**config.mk**
```make
export PLATFORM = sky130hd
export DESIGN_NAME = calendar_date_adder_unit
export DESIGN_NICKNAME = d
export VERILOG_FILES = /design/src/cda_pkg.sv /design/src/cda_leap.sv /design/src/cda_step.sv /design/src/calendar_date_adder_unit.sv
export SDC_FILE = /design/constraint.sdc
export NUM_CORES = 1
export LEC_CHECK = 0
export BUFFER_PORTS_ARGS = -buffer_cell sky130_fd_sc_hd__clkbuf_2
export CORE_ASPECT_RATIO = 0.75
export CORE_MARGIN = 2
export CORE_UTILIZATION = 25
export CTS_BUF_LIST = sky130_fd_sc_hd__clkbuf_8
export DETAILED_ROUTE_END_ITERATION = 16
export RECOVER_POWER = 100
export SLEW_MARGIN = 15
export SYNTH_ARGS = -nofsm -noshare
export SYNTH_HDL_FRONTEND = slang
export SYNTH_SLANG_ARGS = --single-unit
```
**constraint.sdc**
```tcl
create_clock -name clk -period 7.1 [get_ports clk]
set_input_delay 1.065 -clock clk [delete_from_list [all_inputs] [get_ports clk]]
set_output_delay 1.065 -clock clk [all_outputs]
set_load 0.02 [all_outputs]
```
**src/cda_pkg.sv**
```systemverilog
// shared types, constants and calendar helpers for the date adder
package cda_pkg;

  localparam int AMOUNT_BITS = 12;
  localparam int YEAR_BITS   = 16;
  localparam int SUM_W       = ((YEAR_BITS > AMOUNT_BITS) ? YEAR_BITS : AMOUNT_BITS) + 1;

  localparam logic [4:0] DAYS_31  = 5'd31;
  localparam logic [4:0] DAYS_30  = 5'd30;
  localparam logic [4:0] DAYS_29  = 5'd29;
  localparam logic [4:0] DAYS_28  = 5'd28;
  localparam logic [4:0] DAY_ONE  = 5'd1;
  localparam logic [3:0] MONTH_JAN = 4'd1;
  localparam logic [3:0] MONTH_FEB = 4'd2;
  localparam logic [3:0] MONTH_APR = 4'd4;
  localparam logic [3:0] MONTH_JUN = 4'd6;
  localparam logic [3:0] MONTH_SEP = 4'd9;
  localparam logic [3:0] MONTH_NOV = 4'd11;
  localparam logic [3:0] MONTH_DEC = 4'd12;

  typedef enum logic [1:0] {
    OP_LOAD   = 2'd0,
    OP_DAYS   = 2'd1,
    OP_MONTHS = 2'd2,
    OP_YEARS  = 2'd3
  } op_t;

  typedef struct packed {
    op_t                    operation;
    logic [AMOUNT_BITS-1:0] amount;
    logic [4:0]             load_day;
    logic [3:0]             load_month;
    logic [YEAR_BITS-1:0]   load_year;
  } in_item_t;

  typedef struct packed {
    logic [4:0]           out_day;
    logic [3:0]           out_month;
    logic [YEAR_BITS-1:0] out_year;
    logic                 year_overflow;
    logic                 load_error;
  } out_item_t;

  typedef struct packed {
    logic [4:0] day;
    logic [3:0] month;
    logic       year_inc;
  } step_res_t;

  // inverse of an odd number modulo 2^YEAR_BITS, only evaluated on constants
  function automatic logic [YEAR_BITS-1:0] odd_inverse(input logic [YEAR_BITS-1:0] d);
    logic [YEAR_BITS-1:0] x;
    x = d;
    for (int i = 0; i < 5; i++) begin
      x = x * (YEAR_BITS'(2) - d * x);
    end
    return x;
  endfunction

  localparam logic [YEAR_BITS-1:0] YEAR_MAX = {YEAR_BITS{1'b1}};
  localparam logic [YEAR_BITS-1:0] INV25    = odd_inverse(YEAR_BITS'(25));
  localparam logic [YEAR_BITS-1:0] LIM25    = YEAR_MAX / YEAR_BITS'(25);

  // zero for a month code outside january..december
  function automatic logic [4:0] month_len(input logic [3:0] m, input logic leap);
    logic [4:0] len;
    if (m < MONTH_JAN || m > MONTH_DEC) begin
      len = 5'd0;
    end else if (m == MONTH_FEB) begin
      len = leap ? DAYS_29 : DAYS_28;
    end else if (m == MONTH_APR || m == MONTH_JUN || m == MONTH_SEP || m == MONTH_NOV) begin
      len = DAYS_30;
    end else begin
      len = DAYS_31;
    end
    return len;
  endfunction

endpackage

```
**src/cda_leap.sv**
```systemverilog
// leap year test by the 4/100/400 rule
module cda_leap (
  input  logic [cda_pkg::YEAR_BITS-1:0] year,
  output logic                          leap
);
  import cda_pkg::*;

  logic [YEAR_BITS-1:0] prod;
  logic                 div25;

  // odd divisor test: y*inv(25) mod 2^n stays small exactly for multiples of 25
  assign prod  = year * INV25;
  assign div25 = (prod <= LIM25);
  assign leap  = (year[1:0] == 2'b00) && (!div25 || (year[3:0] == 4'b0000));

endmodule

```
**src/cda_step.sv**
```systemverilog
// one day or one month step of the held date
module cda_step (
  input  logic                 month_mode,
  input  logic [4:0]           day,
  input  logic [3:0]           month,
  input  logic                 leap,
  output cda_pkg::step_res_t   res
);
  import cda_pkg::*;

  logic [4:0] cur_len;
  logic [4:0] new_len;
  logic [3:0] next_month;
  logic       wrap;

  assign wrap       = (month >= MONTH_DEC);
  assign next_month = wrap ? MONTH_JAN : month + 4'd1;
  assign cur_len    = month_len(month, leap);
  // after a wrap the month is january, so the old year's leap flag does no harm
  assign new_len    = month_len(next_month, leap);

  always_comb begin
    res = '0;
    if (month_mode) begin
      res.month    = next_month;
      res.year_inc = wrap;
      res.day      = (day > new_len) ? new_len : day;
    end else if (day >= cur_len) begin
      res.day      = DAY_ONE;
      res.month    = next_month;
      res.year_inc = wrap;
    end else begin
      res.day      = day + 5'd1;
      res.month    = month;
      res.year_inc = 1'b0;
    end
  end

endmodule

```
**src/calendar_date_adder_unit.sv**
```systemverilog
// calendar date adder: holds a date and loads it or adds days, months or years
//
// Usage: drive in_item and raise start; the command transfers at a clock edge
// where start is high and busy is low. busy stays high until the result has
// been shown. The result appears on out_item for exactly one cycle with
// out_valid high; the receiver cannot stall it and must take it then.
// Steps from the transfer edge to the out_valid cycle:
//   load               validate, show
//   add years          leap refresh, show
//   add days / months  one step per day or month of the amount, and a leap
//                      refresh after each new year entered, then show;
//                      an amount of zero goes straight to show
// The single step unit moves the date one day or month a cycle, pausing
// for each leap refresh.
// A new command is taken the cycle after out_valid.
// Reset (rst_n low, synchronous) sets the date to 1 January of year 0 and
// drops busy and out_valid.
module calendar_date_adder_unit (
  input  logic               clk,
  input  logic               rst_n,
  input  logic               start,
  output logic               busy,
  input  cda_pkg::in_item_t  in_item,
  output logic               out_valid,
  output cda_pkg::out_item_t out_item
);
  import cda_pkg::*;

  typedef enum logic [4:0] {
    S_IDLE  = 5'b00001,
    S_LDCHK = 5'b00010,
    S_STEP  = 5'b00100,
    S_LEAP  = 5'b01000,
    S_DONE  = 5'b10000
  } state_t;

  state_t state_r, state_nxt;

  logic [4:0]             day_r, day_nxt;
  logic [3:0]             month_r, month_nxt;
  logic [YEAR_BITS-1:0]   year_r, year_nxt;
  logic                   leap_r, leap_nxt;
  logic                   ovf_r, ovf_nxt;
  logic                   err_r, err_nxt;
  logic [AMOUNT_BITS-1:0] cnt_r, cnt_nxt;
  op_t                    op_r, op_nxt;
  logic [4:0]             ld_day_r, ld_day_nxt;
  logic [3:0]             ld_month_r, ld_month_nxt;
  logic [YEAR_BITS-1:0]   ld_year_r, ld_year_nxt;

  logic [YEAR_BITS-1:0]   leap_year_in;
  logic                   leap_calc;
  step_res_t              step;
  logic [4:0]             ld_len;
  logic                   ld_ok;
  logic [SUM_W-1:0]       year_sum;

  assign leap_year_in = (state_r == S_LDCHK) ? ld_year_r : year_r;

  cda_leap u_leap (
    .year (leap_year_in),
    .leap (leap_calc)
  );

  cda_step u_step (
    .month_mode (op_r == OP_MONTHS),
    .day        (day_r),
    .month      (month_r),
    .leap       (leap_r),
    .res        (step)
  );

  assign ld_len   = month_len(ld_month_r, leap_calc);
  assign ld_ok    = (ld_len != 5'd0) && (ld_day_r != 5'd0) && (ld_day_r <= ld_len);
  assign year_sum = SUM_W'(year_r) + SUM_W'(in_item.amount);

  always_comb begin
    state_nxt    = state_r;
    day_nxt      = day_r;
    month_nxt    = month_r;
    year_nxt     = year_r;
    leap_nxt     = leap_r;
    ovf_nxt      = ovf_r;
    err_nxt      = err_r;
    cnt_nxt      = cnt_r;
    op_nxt       = op_r;
    ld_day_nxt   = ld_day_r;
    ld_month_nxt = ld_month_r;
    ld_year_nxt  = ld_year_r;
    unique case (state_r)
      S_IDLE: begin
        if (start) begin
          op_nxt       = in_item.operation;
          ld_day_nxt   = in_item.load_day;
          ld_month_nxt = in_item.load_month;
          ld_year_nxt  = in_item.load_year;
          ovf_nxt      = 1'b0;
          err_nxt      = 1'b0;
          cnt_nxt      = in_item.amount;
          case (in_item.operation)
            OP_LOAD: begin
              state_nxt = S_LDCHK;
            end
            OP_YEARS: begin
              cnt_nxt   = '0;
              year_nxt  = year_sum[YEAR_BITS-1:0];
              ovf_nxt   = |year_sum[SUM_W-1:YEAR_BITS];
              state_nxt = S_LEAP;
            end
            default: begin
              state_nxt = (in_item.amount == '0) ? S_DONE : S_STEP;
            end
          endcase
        end
      end
      S_LDCHK: begin
        if (ld_ok) begin
          day_nxt   = ld_day_r;
          month_nxt = ld_month_r;
          year_nxt  = ld_year_r;
          leap_nxt  = leap_calc;
        end else begin
          err_nxt = 1'b1;
        end
        state_nxt = S_DONE;
      end
      S_STEP: begin
        day_nxt   = step.day;
        month_nxt = step.month;
        cnt_nxt   = cnt_r - AMOUNT_BITS'(1);
        if (step.year_inc) begin
          year_nxt  = year_r + YEAR_BITS'(1);
          ovf_nxt   = ovf_r | (year_r == YEAR_MAX);
          state_nxt = S_LEAP;
        end else if (cnt_r == AMOUNT_BITS'(1)) begin
          state_nxt = S_DONE;
        end
      end
      S_LEAP: begin
        // refresh the leap flag for the new year before any further step
        leap_nxt  = leap_calc;
        state_nxt = (cnt_r != '0) ? S_STEP : S_DONE;
      end
      S_DONE: begin
        state_nxt = S_IDLE;
      end
      default: begin
        state_nxt = S_IDLE;
      end
    endcase
  end

  always_ff @(posedge clk) begin
    if (!rst_n) begin
      state_r <= S_IDLE;
      day_r   <= DAY_ONE;
      month_r <= MONTH_JAN;
      year_r  <= '0;
      leap_r  <= 1'b1;
      ovf_r   <= 1'b0;
      err_r   <= 1'b0;
    end else begin
      state_r <= state_nxt;
      day_r   <= day_nxt;
      month_r <= month_nxt;
      year_r  <= year_nxt;
      leap_r  <= leap_nxt;
      ovf_r   <= ovf_nxt;
      err_r   <= err_nxt;
    end
  end

  always_ff @(posedge clk) begin
    cnt_r      <= cnt_nxt;
    op_r       <= op_nxt;
    ld_day_r   <= ld_day_nxt;
    ld_month_r <= ld_month_nxt;
    ld_year_r  <= ld_year_nxt;
  end

  assign busy      = (state_r != S_IDLE);
  assign out_valid = (state_r == S_DONE);

  always_comb begin
    out_item.out_day       = day_r;
    out_item.out_month     = month_r;
    out_item.out_year      = year_r;
    out_item.year_overflow = ovf_r;
    out_item.load_error    = err_r;
  end

endmodule
```
==> run_results.csv <==
group,metric,value,unit
routing,vias,5991,
pwr,vdd_drop_max,0.0893,mV
clock_tree,cts_hold_repair.buffers,0,
yosys,syn_area,0.00673,mm2
clock_tree,clkTransAtPathRegs,90,ps
routing,wirelength,20700,um
sta,final.setup.worst_slack,213,ps
finish,fin_area,0.00844,mm2
critical_path,ff2ff_setup_slack,210,ps
hold_path,min_from,"err_r",
sta,fmax,145,MHz
critical_path,regToRegEndpoint,"year_r[12]",
die,die_area,0.0283,mm2
critical_path,timing.rr.start,"state_r[3]",
critical_path,critical_path_buf_inv_count,5,
finish,fin_nets,1004,
clock_tree,root_buffer,"clkbuf_8",
critical_path,path_class,"flop to flop",
sta,drv_slew,26,
hold_path,worst_hold_path.endpoint,"err_r",
pwr,power_density,271,mW/mm2
sta,worst_hold_slack,536,ps
status,status,"complete, but fails checks",
critical_path,cp_common_cell,"ha_4",
sta,maxSlewHeadroom,-1.07,%
clock_tree,clock_path_buffers,2,
critical_path,arrival,7170,ps
clock_tree,cts_tree,"yes",
grt,antenna_found_initial,0,
routing,drt_pass1_iterations,5,
critical_path,slowest_stage,"fa_1",
yosys,synthTopCellsByArea,"ha_1 (18%), edfxtp_1 (17%), dfxtp_1 (9.8%), fa_1 (5.7%), o21ai_0 (4.0%)",
clock_tree,clk_latency,390,ps
yosys,synth_seq_area_share,27.2,%
grt,grt.total_usage,13.6,%
status,violations,"capacitance limit, slew limit",
finish,nFillCells,2689,
clock_tree,clkSinkCount,72,
clock_tree,cts_inserted_buffers,9,
hold_path,whs_path_depth,2,
placement,portBuffers,70,
run,drv_cap,1,
sta,setup_viol,0,
critical_path,critical_path_required,7380,ps
finish,diodes,0,
critical_path,cp_top_family,"adder cells",
yosys,synth_edf_count,39,
yosys,ys.flop_type,"edfxtp_1",
grt,grt_max_degree,37,
routing,final_antenna_net_count,0,
placement,dp_hpwl,15400,um
finish,syn2layout_area_growth,25.5,%
die,fp.coreArea,0.0262,mm2
routing,drc,0,
hold_path,hold_path_class,"flop to flop",
finish,layout.cells.non_filler,1193,
yosys,post_synth.cell_area_avg,8.98,um2
grt,grt_pass1_wl,30400,um
yosys,async_flop_share,0,%
critical_path,worstSetupEndpointType,"flop",
sta,worst_pin_slew,1520,ps
routing,viasPerCell,5.02,
sta,period_share,97.0,%
clock_tree,cts_max_level,3,
yosys,yosys.area.top_type_share,18.4,%
die,die_w,193,um
die,io_pins,71,
critical_path,reg2regPathDepth,30,
yosys,synthCells,749,
finish,drive_above_1_share,20.4,%
yosys,synth_area_leader_cell,"ha_1",
pwr,leakage,3.64,nW
critical_path,worstPathMaxFanout,7,
yosys,synth_nets,909,
placement,gp_congestion,0.869,
grt,gr-total-overflow,0,
routing,wire_per_inst,17.3,um
yosys,synth_cell_type_count,65,
placement,place_area,0.00756,mm2
sta,finalHoldViolations,0,
yosys,yosysWarnings,0,
grt,grt_pass1_vias,5415,
sta,skew,18.7,ps
yosys,synth_commonest_cells,"ha_1 (99), inv_1 (71), nand2_1 (70)",
placement,dp_cells,1156,
critical_path,startpoint_type,"flop",
routing,drt-initial-drc-count,600,
sta,period_needed,6890,ps
die,rows,51,
finish,final_util,32.2,%
yosys,yosysMostFrequentCell,"ha_1",
placement,dpl_worst_slack,-119,ps
critical_path,critPathMaxStageDelay,500,ps
die,start_util,25.7,%
yosys,ys_ff_latch,72,
die,die_y,146,um
==> registers in the layout (all words and copies together) (netlist names) <==
register	count
ld_year_r	16
year_r	16
cnt_r	12
day_r	5
ld_day_r	5
state_r	5
ld_month_r	4
month_r	4
op_r	2
err_r	1
leap_r	1
ovf_r	1
==> layer usage <==
layer  part of all wire, %  GRT usage, %
met5                     0             0
met4                  0.47          1.91
met3                   8.5          3.93
met2                    41          18.8
met1                    50          20.9
==> report_power, final <==
part | internal [mW] | switching (mW) | leakage (nW)
Combinational | 0.551 | 0.694 | 2.88
Sequential | 0.533 | 0.0919 | 0.641
Clock | 0.235 | 0.184 | 0.125
==> cell families after synthesis <==
logic type                 Yosys count  synth area share [%]
muxes                                9                  1.34
AOI/OAI and AO/OA                  184                  18.6
adders and majority gates          118                  24.1
buffers and inverters              100                  6.15
and+or+nand+nor                    220                  16.3
DFF                                 72                  27.2
xor gates and xnor gates            46                  6.40
==> how the worst max path moves through the flow <==
stage / cells past startpoint / end / slack (ps) / startpoint
global route: 32 / year_r[3] / -60 / state_r[3]
finish: 30 / year_r[12] / 210 / state_r[3]
detailed placement: 30 / year_r[1] / -120 / state_r[4]
global placement: 28 / year_r[1] / 30 / state_r[4]
CTS: 28 / year_r[10] / 40 / state_r[4]
floorplan: 33 / year_r[12] / 20 / state_r[4]
==> cell type report <==
cell class | count | area (um2) | share of cell area [%]
Multi-Input combinational cell | 577 | 4920 | 58.3
Sequential cell | 72 | 1830 | 21.7
Timing Repair Buffer | 113 | 743 | 8.80
Tap cell | 344 | 430 | 5.10
Inverter | 71 | 272 | 3.22
Clock buffer | 9 | 124 | 1.47
Clock inverter | 7 | 120 | 1.42
==> through the flow <==
| stage | power (mW) | TNS [ps] |
|---|---|---|
| detailed placement | 1.64 | -1180 |
| global placement | 1.62 | 0 |
| finish | 2.29 | 0 |
| global route | 2.46 | -180 |
| CTS | 2.07 | 0 |
| floorplan | 1.34 | 0 |
==> cells in the final DEF, fill, tap and decap left out, drive strengths merged, types with 5 or more instances in the layout <==
master	n
ha	99
clkbuf	85
inv	73
nand2	70
o21ai	54
nor2	39
edfxtp	39
buf	37
a21oi	36
dfxtp	33
nand3	32
xnor2	28
fa	19
xor2	16
nor2b	11
o211ai	10
nor3	10
nand2b	9
o211a	9
mux2i	9
o21a	8
a21boi	8
and3	8
a21o	7
a211oi	7
nand4	6
nor4	6
o31ai	6
or4	5
a31oi	5
o2111ai	5
and2	5
==> worst reg2reg max path, delay by kind of cell, from the launching register on <==
kind,cells,cell delay (ps)
DFF,1,330
buffers and inverters,5,600
xor gates and xnor gates,1,430
adders and majority gates,8,2680
muxes,1,310
and+or+nand+nor,5,1020
AOI/OAI and AO/OA,10,1450
==> timing repair <==
item,CTS,global route
cloned,0,4
setup endpoints to repair,23,27
buffers inserted,0,17
pin swaps,1,38
resized for setup,4,89
Power figures use the tool's default switching activity.
